--- src/hdl/lnf_pkg.sv ---
// shared types and constants of the lcd number formatter
`default_nettype none

package lnf_pkg;

  // defaults of the top-level parameters
  localparam int MAX_DIGITS_DEF   = 16;
  localparam int NUMBER_WIDTH_DEF = 16;
  localparam int QUEUE_DEPTH_DEF  = 2;

  // widest values that the parameter ranges allow inside a queued item
  localparam int VAL_W_MAX = 32;
  localparam int CNT_W_MAX = 6;

  // lcd command and character codes
  localparam logic [7:0] CMD_SET_DDRAM = 8'h80;
  localparam logic [7:0] LINE2_OFFSET  = 8'h40;
  localparam logic [7:0] CHAR_ZERO     = 8'h30;
  localparam logic [7:0] CHAR_UPPER_A  = 8'h41;
  localparam logic [7:0] CHAR_PLUS     = 8'h2B;
  localparam logic [7:0] CHAR_MINUS    = 8'h2D;

  // display lines that get a cursor command
  localparam logic [1:0] LINE_ONE = 2'd1;
  localparam logic [1:0] LINE_TWO = 2'd2;

  typedef enum logic [1:0] {
    MODE_UDEC = 2'd0,
    MODE_SDEC = 2'd1,
    MODE_HEX  = 2'd2,
    MODE_BIN  = 2'd3
  } mode_e;

  typedef enum logic [1:0] {
    BASE_DEC = 2'd0,
    BASE_HEX = 2'd1,
    BASE_BIN = 2'd2
  } base_e;

  // one display request
  typedef struct packed {
    logic [1:0]  mode;
    logic [1:0]  line;
    logic [4:0]  column;
    logic [15:0] number;
    logic [4:0]  digit_count;
  } req_t;

  // one lcd bus write
  typedef struct packed {
    logic       is_data;
    logic [7:0] bus_byte;
    logic       last;
  } res_t;

  // classified request handed from the front end to the back end
  typedef struct packed {
    logic                 has_cmd;
    logic [7:0]           cmd_byte;
    logic                 has_sign;
    logic                 negative;
    base_e                base;
    logic [CNT_W_MAX-1:0] count;
    logic [VAL_W_MAX-1:0] magnitude;
  } job_t;

endpackage

`default_nettype wire

--- src/hdl/lcd_number_formatter.sv ---
// lcd number formatter: number display request to a run of lcd bus writes
// the request passes the front-end item register and the queue; the back end then
// converts its digits, one digit per cycle, and sends one write per cycle; it pops
// a new item only after the last write of the one before; the queue holds the rest
// writes come out one per cycle for one cycle each; the receiver cannot stall
// reset: asynchronous, clears the queue and sequencer, no clearing pass needed
`default_nettype none

module lcd_number_formatter #(
  parameter int MAX_DIGITS   = lnf_pkg::MAX_DIGITS_DEF,
  parameter int NUMBER_WIDTH = lnf_pkg::NUMBER_WIDTH_DEF,
  parameter int QUEUE_DEPTH  = lnf_pkg::QUEUE_DEPTH_DEF
) (
  input  wire logic          clk_i,
  input  wire logic          rst_ni,
  input  wire logic          start,
  input  wire lnf_pkg::req_t req_i,
  output logic               busy,
  output logic               res_valid_o,
  output lnf_pkg::res_t      res_o
);

  logic          q_full;
  logic          q_empty;
  logic          q_push;
  logic          q_pop;
  lnf_pkg::job_t q_wdata;
  lnf_pkg::job_t q_rdata;

  // request intake and classification
  lnf_front #(
    .MAX_DIGITS  (MAX_DIGITS),
    .NUMBER_WIDTH(NUMBER_WIDTH)
  ) u_front (
    .clk_i   (clk_i),
    .rst_ni  (rst_ni),
    .start   (start),
    .req_i   (req_i),
    .busy    (busy),
    .q_full_i(q_full),
    .q_push_o(q_push),
    .q_data_o(q_wdata)
  );

  // item queue
  lnf_fifo #(
    .DEPTH(QUEUE_DEPTH)
  ) u_fifo (
    .clk_i  (clk_i),
    .rst_ni (rst_ni),
    .push_i (q_push),
    .data_i (q_wdata),
    .full_o (q_full),
    .pop_i  (q_pop),
    .empty_o(q_empty),
    .data_o (q_rdata)
  );

  // conversion and write sequencing
  lnf_back #(
    .MAX_DIGITS  (MAX_DIGITS),
    .NUMBER_WIDTH(NUMBER_WIDTH)
  ) u_back (
    .clk_i      (clk_i),
    .rst_ni     (rst_ni),
    .q_empty_i  (q_empty),
    .q_data_i   (q_rdata),
    .q_pop_o    (q_pop),
    .res_valid_o(res_valid_o),
    .res_o      (res_o)
  );

endmodule

`default_nettype wire

--- src/hdl/lnf_front.sv ---
// front end: takes requests and classifies them into queue items
`default_nettype none

module lnf_front #(
  parameter int MAX_DIGITS   = lnf_pkg::MAX_DIGITS_DEF,
  parameter int NUMBER_WIDTH = lnf_pkg::NUMBER_WIDTH_DEF
) (
  input  wire logic          clk_i,
  input  wire logic          rst_ni,
  input  wire logic          start,
  input  wire lnf_pkg::req_t req_i,
  output logic               busy,
  input  wire logic          q_full_i,
  output logic               q_push_o,
  output lnf_pkg::job_t      q_data_o
);

  localparam int VW = lnf_pkg::VAL_W_MAX;
  localparam int CN = lnf_pkg::CNT_W_MAX;

  logic          valid_q, valid_d;
  lnf_pkg::job_t job_q, job_d;
  logic          accept;

  logic [31:0]             num_ext;
  logic [NUMBER_WIDTH-1:0] val;
  logic [NUMBER_WIDTH-1:0] mag;
  logic                    neg;
  logic [7:0]              addr;
  logic [CN-1:0]           cnt_raw;

  // stage is held while the queue is full
  assign busy     = valid_q & q_full_i;
  assign accept   = start & ~busy;
  assign q_push_o = valid_q & ~q_full_i;
  assign q_data_o = job_q;

  // classification of the incoming request
  always_comb begin
    num_ext = {16'b0, req_i.number};
    val     = num_ext[NUMBER_WIDTH-1:0];
    neg     = (lnf_pkg::mode_e'(req_i.mode) == lnf_pkg::MODE_SDEC) & val[NUMBER_WIDTH-1];
    mag     = neg ? NUMBER_WIDTH'(~val + 1'b1) : val;
    addr    = {3'b0, req_i.column} - 8'd1
            + ((req_i.line == lnf_pkg::LINE_TWO) ? lnf_pkg::LINE2_OFFSET : 8'd0);
    cnt_raw = {1'b0, req_i.digit_count};

    job_d.has_cmd   = (req_i.line == lnf_pkg::LINE_ONE) | (req_i.line == lnf_pkg::LINE_TWO);
    job_d.cmd_byte  = lnf_pkg::CMD_SET_DDRAM | addr;
    job_d.negative  = neg;
    job_d.magnitude = VW'(mag);
    job_d.count     = (cnt_raw > CN'(MAX_DIGITS)) ? CN'(MAX_DIGITS) : cnt_raw;

    unique case (lnf_pkg::mode_e'(req_i.mode))
      lnf_pkg::MODE_SDEC: begin
        job_d.has_sign = 1'b1;
        job_d.base     = lnf_pkg::BASE_DEC;
      end
      lnf_pkg::MODE_HEX: begin
        job_d.has_sign = 1'b0;
        job_d.base     = lnf_pkg::BASE_HEX;
      end
      lnf_pkg::MODE_BIN: begin
        job_d.has_sign = 1'b0;
        job_d.base     = lnf_pkg::BASE_BIN;
      end
      default: begin
        job_d.has_sign = 1'b0;
        job_d.base     = lnf_pkg::BASE_DEC;
      end
    endcase
  end

  // stage occupancy
  always_comb begin
    valid_d = valid_q;
    if (accept) begin
      valid_d = 1'b1;
    end else if (q_push_o) begin
      valid_d = 1'b0;
    end
  end

  always_ff @(posedge clk_i or negedge rst_ni) begin
    if (!rst_ni) begin
      valid_q <= 1'b0;
    end else begin
      valid_q <= valid_d;
    end
  end

  // item register, no reset needed
  always_ff @(posedge clk_i) begin
    if (accept) begin
      job_q <= job_d;
    end
  end

endmodule

`default_nettype wire

--- src/hdl/lnf_fifo.sv ---
// short queue of classified items between front end and back end
`default_nettype none

module lnf_fifo #(
  parameter int DEPTH = lnf_pkg::QUEUE_DEPTH_DEF
) (
  input  wire logic          clk_i,
  input  wire logic          rst_ni,
  input  wire logic          push_i,
  input  wire lnf_pkg::job_t data_i,
  output logic               full_o,
  input  wire logic          pop_i,
  output logic               empty_o,
  output lnf_pkg::job_t      data_o
);

  localparam int PW = (DEPTH > 1) ? $clog2(DEPTH) : 1;
  localparam int CW = $clog2(DEPTH + 1);

  lnf_pkg::job_t mem_q [DEPTH];
  logic [PW-1:0] wr_ptr_q, wr_ptr_d;
  logic [PW-1:0] rd_ptr_q, rd_ptr_d;
  logic [CW-1:0] fill_q, fill_d;
  logic          do_push, do_pop;

  assign full_o  = (fill_q == CW'(DEPTH));
  assign empty_o = (fill_q == '0);
  assign do_push = push_i & ~full_o;
  assign do_pop  = pop_i & ~empty_o;
  assign data_o  = mem_q[rd_ptr_q];

  // pointer and fill count update
  always_comb begin
    wr_ptr_d = wr_ptr_q;
    rd_ptr_d = rd_ptr_q;
    fill_d   = fill_q;
    if (do_push) begin
      wr_ptr_d = (wr_ptr_q == PW'(DEPTH - 1)) ? '0 : wr_ptr_q + 1'b1;
    end
    if (do_pop) begin
      rd_ptr_d = (rd_ptr_q == PW'(DEPTH - 1)) ? '0 : rd_ptr_q + 1'b1;
    end
    if (do_push && !do_pop) begin
      fill_d = fill_q + 1'b1;
    end else if (do_pop && !do_push) begin
      fill_d = fill_q - 1'b1;
    end
  end

  always_ff @(posedge clk_i or negedge rst_ni) begin
    if (!rst_ni) begin
      wr_ptr_q <= '0;
      rd_ptr_q <= '0;
      fill_q   <= '0;
    end else begin
      wr_ptr_q <= wr_ptr_d;
      rd_ptr_q <= rd_ptr_d;
      fill_q   <= fill_d;
    end
  end

  // entry storage
  always_ff @(posedge clk_i) begin
    if (do_push) begin
      mem_q[wr_ptr_q] <= data_i;
    end
  end

endmodule

`default_nettype wire

--- src/hdl/lnf_back.sv ---
// back end: digit conversion and sequencing of lcd bus writes
`default_nettype none

module lnf_back #(
  parameter int MAX_DIGITS   = lnf_pkg::MAX_DIGITS_DEF,
  parameter int NUMBER_WIDTH = lnf_pkg::NUMBER_WIDTH_DEF
) (
  input  wire logic          clk_i,
  input  wire logic          rst_ni,
  input  wire logic          q_empty_i,
  input  wire lnf_pkg::job_t q_data_i,
  output logic               q_pop_o,
  output logic               res_valid_o,
  output lnf_pkg::res_t      res_o
);

  localparam int NW = NUMBER_WIDTH;
  localparam int CW = $clog2(MAX_DIGITS + 1);
  localparam int IW = (MAX_DIGITS > 1) ? $clog2(MAX_DIGITS) : 1;

  typedef enum logic [2:0] {
    ST_IDLE,
    ST_CONV,
    ST_CMD,
    ST_SIGN,
    ST_DIGIT
  } state_e;

  state_e          state_q, state_d;
  logic [NW-1:0]   val_q, val_d;
  lnf_pkg::base_e  base_q, base_d;
  logic [CW-1:0]   count_q, count_d;
  logic [CW-1:0]   cnt_q, cnt_d;
  logic            has_cmd_q, has_cmd_d;
  logic [7:0]      cmd_q, cmd_d;
  logic            has_sign_q, has_sign_d;
  logic            neg_q, neg_d;
  logic            res_valid_q, res_valid_d;
  lnf_pkg::res_t   res_q, res_d;
  logic [3:0]      digits_q [MAX_DIGITS];

  logic [31:0]     v_ext;
  logic [63:0]     prod;
  logic [31:0]     quo;
  logic [31:0]     rem;
  logic [3:0]      dig;
  logic [NW-1:0]   val_next;
  logic            dig_we;
  logic [IW-1:0]   wr_idx;
  logic [IW-1:0]   rd_idx;
  logic [CW-1:0]   cnt_inc;
  logic [CW-1:0]   cnt_dec;
  logic [3:0]      rd_dig;
  logic [7:0]      rd_char;
  logic [CW-1:0]   ld_count;

  assign res_valid_o = res_valid_q;
  assign res_o       = res_q;

  // divide by ten through reciprocal multiply, exact for 32-bit values
  always_comb begin
    v_ext = 32'(val_q);
    prod  = {32'b0, v_ext} * 64'h0000_0000_CCCC_CCCD;
    quo   = {3'b0, prod[63:35]};
    rem   = v_ext - ((quo << 3) + (quo << 1));
  end

  // digit extraction per base
  always_comb begin
    unique case (base_q)
      lnf_pkg::BASE_HEX: begin
        dig      = val_q[3:0];
        val_next = val_q >> 4;
      end
      lnf_pkg::BASE_BIN: begin
        dig      = {3'b0, val_q[0]};
        val_next = val_q >> 1;
      end
      default: begin
        dig      = rem[3:0];
        val_next = quo[NW-1:0];
      end
    endcase
  end

  // digit indexes and character of the digit being sent
  always_comb begin
    cnt_inc = cnt_q + 1'b1;
    cnt_dec = cnt_q - 1'b1;
    wr_idx  = cnt_q[IW-1:0];
    rd_idx  = cnt_dec[IW-1:0];
    rd_dig  = digits_q[rd_idx];
    if (rd_dig < 4'd10) begin
      rd_char = lnf_pkg::CHAR_ZERO + {4'b0, rd_dig};
    end else begin
      rd_char = lnf_pkg::CHAR_UPPER_A + {4'b0, rd_dig} - 8'd10;
    end
    ld_count = q_data_i.count[CW-1:0];
  end

  // sequencer
  always_comb begin
    state_d     = state_q;
    val_d       = val_q;
    base_d      = base_q;
    count_d     = count_q;
    cnt_d       = cnt_q;
    has_cmd_d   = has_cmd_q;
    cmd_d       = cmd_q;
    has_sign_d  = has_sign_q;
    neg_d       = neg_q;
    res_valid_d = 1'b0;
    res_d       = res_q;
    q_pop_o     = 1'b0;
    dig_we      = 1'b0;

    unique case (state_q)
      ST_IDLE: begin
        if (!q_empty_i) begin
          q_pop_o    = 1'b1;
          val_d      = q_data_i.magnitude[NW-1:0];
          base_d     = q_data_i.base;
          count_d    = ld_count;
          cnt_d      = '0;
          has_cmd_d  = q_data_i.has_cmd;
          cmd_d      = q_data_i.cmd_byte;
          has_sign_d = q_data_i.has_sign;
          neg_d      = q_data_i.negative;
          if (ld_count != '0) begin
            state_d = ST_CONV;
          end else if (q_data_i.has_cmd) begin
            state_d = ST_CMD;
          end else if (q_data_i.has_sign) begin
            state_d = ST_SIGN;
          end
        end
      end
      ST_CONV: begin
        dig_we = 1'b1;
        val_d  = val_next;
        cnt_d  = cnt_inc;
        if (cnt_inc == count_q) begin
          if (has_cmd_q) begin
            state_d = ST_CMD;
          end else if (has_sign_q) begin
            state_d = ST_SIGN;
          end else begin
            state_d = ST_DIGIT;
          end
        end
      end
      ST_CMD: begin
        res_valid_d    = 1'b1;
        res_d.is_data  = 1'b0;
        res_d.bus_byte = cmd_q;
        res_d.last     = ~has_sign_q & (count_q == '0);
        if (has_sign_q) begin
          state_d = ST_SIGN;
        end else if (count_q != '0) begin
          state_d = ST_DIGIT;
        end else begin
          state_d = ST_IDLE;
        end
      end
      ST_SIGN: begin
        res_valid_d    = 1'b1;
        res_d.is_data  = 1'b1;
        res_d.bus_byte = neg_q ? lnf_pkg::CHAR_MINUS : lnf_pkg::CHAR_PLUS;
        res_d.last     = (count_q == '0);
        state_d        = (count_q != '0) ? ST_DIGIT : ST_IDLE;
      end
      ST_DIGIT: begin
        res_valid_d    = 1'b1;
        res_d.is_data  = 1'b1;
        res_d.bus_byte = rd_char;
        res_d.last     = (cnt_q == CW'(1));
        cnt_d          = cnt_dec;
        if (cnt_q == CW'(1)) begin
          state_d = ST_IDLE;
        end
      end
      default: begin
        state_d = ST_IDLE;
      end
    endcase
  end

  always_ff @(posedge clk_i or negedge rst_ni) begin
    if (!rst_ni) begin
      state_q     <= ST_IDLE;
      val_q       <= '0;
      base_q      <= lnf_pkg::BASE_DEC;
      count_q     <= '0;
      cnt_q       <= '0;
      has_cmd_q   <= 1'b0;
      cmd_q       <= '0;
      has_sign_q  <= 1'b0;
      neg_q       <= 1'b0;
      res_valid_q <= 1'b0;
      res_q       <= '0;
    end else begin
      state_q     <= state_d;
      val_q       <= val_d;
      base_q      <= base_d;
      count_q     <= count_d;
      cnt_q       <= cnt_d;
      has_cmd_q   <= has_cmd_d;
      cmd_q       <= cmd_d;
      has_sign_q  <= has_sign_d;
      neg_q       <= neg_d;
      res_valid_q <= res_valid_d;
      res_q       <= res_d;
    end
  end

  // digit store, least significant digit at index zero
  always_ff @(posedge clk_i) begin
    if (dig_we) begin
      digits_q[wr_idx] <= dig;
    end
  end

endmodule

`default_nettype wire

--- config.mk ---
export PLATFORM = sky130hd
export DESIGN_NAME = lcd_number_formatter
export DESIGN_NICKNAME = d
export VERILOG_FILES = /design/src/hdl/lnf_pkg.sv /design/src/hdl/lcd_number_formatter.sv /design/src/hdl/lnf_front.sv /design/src/hdl/lnf_fifo.sv /design/src/hdl/lnf_back.sv
export SDC_FILE = /design/constraint.sdc
export NUM_CORES = 1
export LEC_CHECK = 0
export BUFFER_PORTS_ARGS = -buffer_cell sky130_fd_sc_hd__buf_2
export CAP_MARGIN = 20
export CORE_UTILIZATION = 45
export DETAILED_ROUTE_END_ITERATION = 8
export GPL_TIMING_DRIVEN = 0
export SLEW_MARGIN = 20
export SYNTH_ARGS = -nofsm -noshare
export SYNTH_HDL_FRONTEND = slang
export SYNTH_SLANG_ARGS = --single-unit
--- constraint.sdc ---
create_clock -name clk_i -period 7 [get_ports clk_i]
set_input_delay 0.35 -clock clk_i [delete_from_list [all_inputs] [get_ports clk_i]]
set_output_delay 0.35 -clock clk_i [all_outputs]
set_load 0.05 [all_outputs]
==> out/qor.yml <==
final_antenna_net_count: 0
grt_start_max_net_pins: 59
grt_pass1_wl_um: 47600
detailedRoute.firstIterationViolations: 475
dpl_cell_area_sq_um: 15100
tightest_slew_ns: 0.984
post-dp-hpwl_um: 22600
avgViaCountPerCell: 5.20
synthesis.nets: 1462
cts.sink_count: 221
synthMostInstantiatedCell: "inv_1"
grt.overflow.total: 0
worst_skew_pair.late_latency_ns: 0.53
cts_max_path_buffers: 3
number_of_h_tree_levels: 1
die-height_um: 180
clk_transition_reported_paths_ns: 0.06
layout.core_utilization_pct: 52.6
placementRows: 64
finalSetupViolations: 0
global_route.usage.met3_pct: 2.08
cts-buffers-inserted: 24
ys_top_cells_by_count: "185 x inv_1, 163 x edfxtp_1, 145 x ha_1, 82 x fa_1, 67 x nand2_1"
gpl.final_weighted_congestion: 0.849
post_route_minimum_period_ns: 6.85
antenna_cells: 0
finalHoldViolCount: 0
port_buffers: 44
final.period_utilization_pct: 97.9
detailedRoute.firstPassIterationCount: 4
syn_area_sq_um: 14300
ys_ff_latch: 221
ff_latch_area_sq_um: 6360
cp_data_required_time_ns: 7.39
final_nets: 1554
syn_avg_cell_area_sq_um: 11.9
via_count: 8883
antenna_found_initial: 0
fraction_of_met1_tracks_used_by_global_routing_pct: 26.4
remaining_drc_errors: 0
grt_pass1_vias: 9000
netlist_top_cells_area: "edfxtp_1 34%, ha_1 13%, fa_1 11%"
seq_area_frac_synth_pct: 44.4
arrival_ns: 7.24
yosysWarningCount: 0
timing.clock.skew_ns: 0.0193
synthesis.instances: 1202
floorplan.io_pins: 45
multiInputGateArea_sq_um: 7240
ys.flop_type: "edfxtp_1"
cts_tree: "done"
grt_util_all_layers_pct: 18.2
routing_layer_with_the_top_usage_in_global_route: "met2"
asr_flop_ratio_synth_pct: 26.2
synthDominantAreaCellType: "edfxtp_1"
routed_wl_um: 29100
synthToLayoutAreaGrowth_pct: 13.8
setup.worst_path.start_class: "register"
worst-setup-path-type: "reg -> reg"
achievable-frequency_mhz: 146
status: "finished clean"
floorplan.die_area_sq_um: 32500
cp_max_fo: 8
yosys.cell_types.count: 69
finalMaxSlewViolations: 0
final_layout_size_suffix_gt1_share_pct: 13.8
max-cap-violations: 0
synth_edf_count: 163
root_buffer: "clkbuf_16"
fin_area_sq_um: 16300
coreArea_sq_um: 30900
cp-end-kind: "register"
n_fill_cell: 2674
global_route.usage.met2_pct: 29.8
worst_hold_class: "in -> reg"
slew_headroom_pct: 33.5
starting_density_pct: 46.2
yosys.area.top_type_share_pct: 34.3
chipWidth_um: 180
routedWlPerCell_um: 17.0
per-layer routing:
| layer | vias to the layer above | share of wire [%] |
|---|---|---|
| met1 | 4276 | 48 |
| met4 | 0 | 1.4 |
| met2 | 173 | 47 |
| li1 | 4402 | - |
| met3 | 32 | 3.2 |
| met5 | - | 0 |
worst max-delay path, cell delays in order (launching register included):
cell and delay (ns):
dfrtp_1 0.53, ha_1 0.31, fa_1 0.55, inv_2 0.06
fa_2 0.50, fa_1 0.54, inv_2 0.07, fa_1 0.50
inv_1 0.05, fa_1 0.55, inv_1 0.06, ha_1 0.19
a21o_1 0.19, a21o_1 0.20, a221oi_2 0.33, o211ai_4 0.16
o21a_4 0.24, nor2_4 0.11, xnor2_1 0.08, ha_1 0.34
a211oi_2 0.27, xnor3_1 0.39, mux2i_4 0.18, buf_12 0.14
clkbuf_16 0.14
area by class of cell:
cell class                      instances  area share [%]
Tap cell                              396            3.05
Clock inverter                         19            1.45
Sequential cell                       221            39.1
Buffer                                 37           0.962
Timing Repair Buffer                   66            2.86
Inverter                              187            4.32
Multi-Input combinational cell        757            44.5
Clock buffer                           25            3.72
stage by stage:
step                      hold WS, ns  std cells  setup slack, ns  TNS (ns)
final                          0.0268       1708            0.150         0
after global routing           0.0230       1708          -0.0294    -0.305
after CTS                     0.00811       1691           0.0161         0
after detailed placement        0.433       1645           -0.606     -9.68
after global placement          0.425       1642           -0.913    -24.14
after floorplan                0.0544       1202            0.355         0
cell usage in the layout (no fill, tap or decap), types with 7 or more instances in the layout:
cell type	instances
a211oi_1	7
a21o_1	11
a21oi_1	35
a22oi_1	11
buf_2	48
buf_4	18
clkbuf_1	29
clkbuf_16	25
dfrtp_1	47
dfrtp_2	11
edfxtp_1	163
fa_1	78
ha_1	140
inv_1	182
mux2i_1	40
mux4_2	16
nand2_1	67
nand3_1	21
nand4_1	7
nor2_1	63
nor2b_1	7
nor3_1	25
o211ai_1	8
o21a_1	7
o21ai_0	50
o21ai_1	11
o22ai_1	7
o31ai_1	7
or3_1	7
xnor2_1	24
xor2_1	19
cells by family (layout without fill, tap and decap cells):
group | Yosys count | count (layout) | share of synthesized area (%)
simple gates | 228 | 228 | 7.39
fa+ha+maj | 227 | 227 | 24.2
buf+inv | 224 | 334 | 6.01
flops | 221 | 221 | 44.4
compound gates | 193 | 193 | 9.01
mux | 63 | 63 | 5.88
xor+xnor | 46 | 46 | 3.10
state kept, by name, summed over array words and instances, names as in the netlist, 2 cells and up:
| name | flops |
|---|---|
| u_back.cmd_q | 8 |
| u_fifo.fill_q | 2 |
| u_front.q_data_o | 33 |
| u_fifo.mem_q | 66 |
| u_back.state_q | 3 |
| u_back.val_q | 16 |
| u_back.cnt_q | 5 |
| u_back.digits_q | 64 |
| u_back.res_o | 10 |
| u_back.count_q | 5 |
| u_back.base_q | 2 |
path summary, 6_finish.rpt:
check,start,endpoint,slack (ns),cells past startpoint
worst min register to register,u_front.q_data_o[43],u_fifo.mem_q[1][26],0.44,0
worst max-delay path,u_back.val_q[12],u_back.digits_q[9][3],0.15,24
worst max register to register,u_back.val_q[12],u_back.digits_q[9][3],0.15,24
worst min-delay path,start,u_front.valid_q,0.03,2
max in group asynchronous,rst_ni,u_back.val_q[14],6.02,2
min in group asynchronous,rst_ni,u_back.res_o[4],0.44,2
what timing repair did:
item,CTS,global route
endpoints found under the setup margin,16,48
hold buffers,1,0
gates cloned,0,1
hold endpoints to repair,58,0
buffers inserted,1,16
pin swaps,0,14
resized for setup,2,34
Power is not shown: default switching activity piles up to over one toggle a cycle in this logic, so the estimate is an artifact.
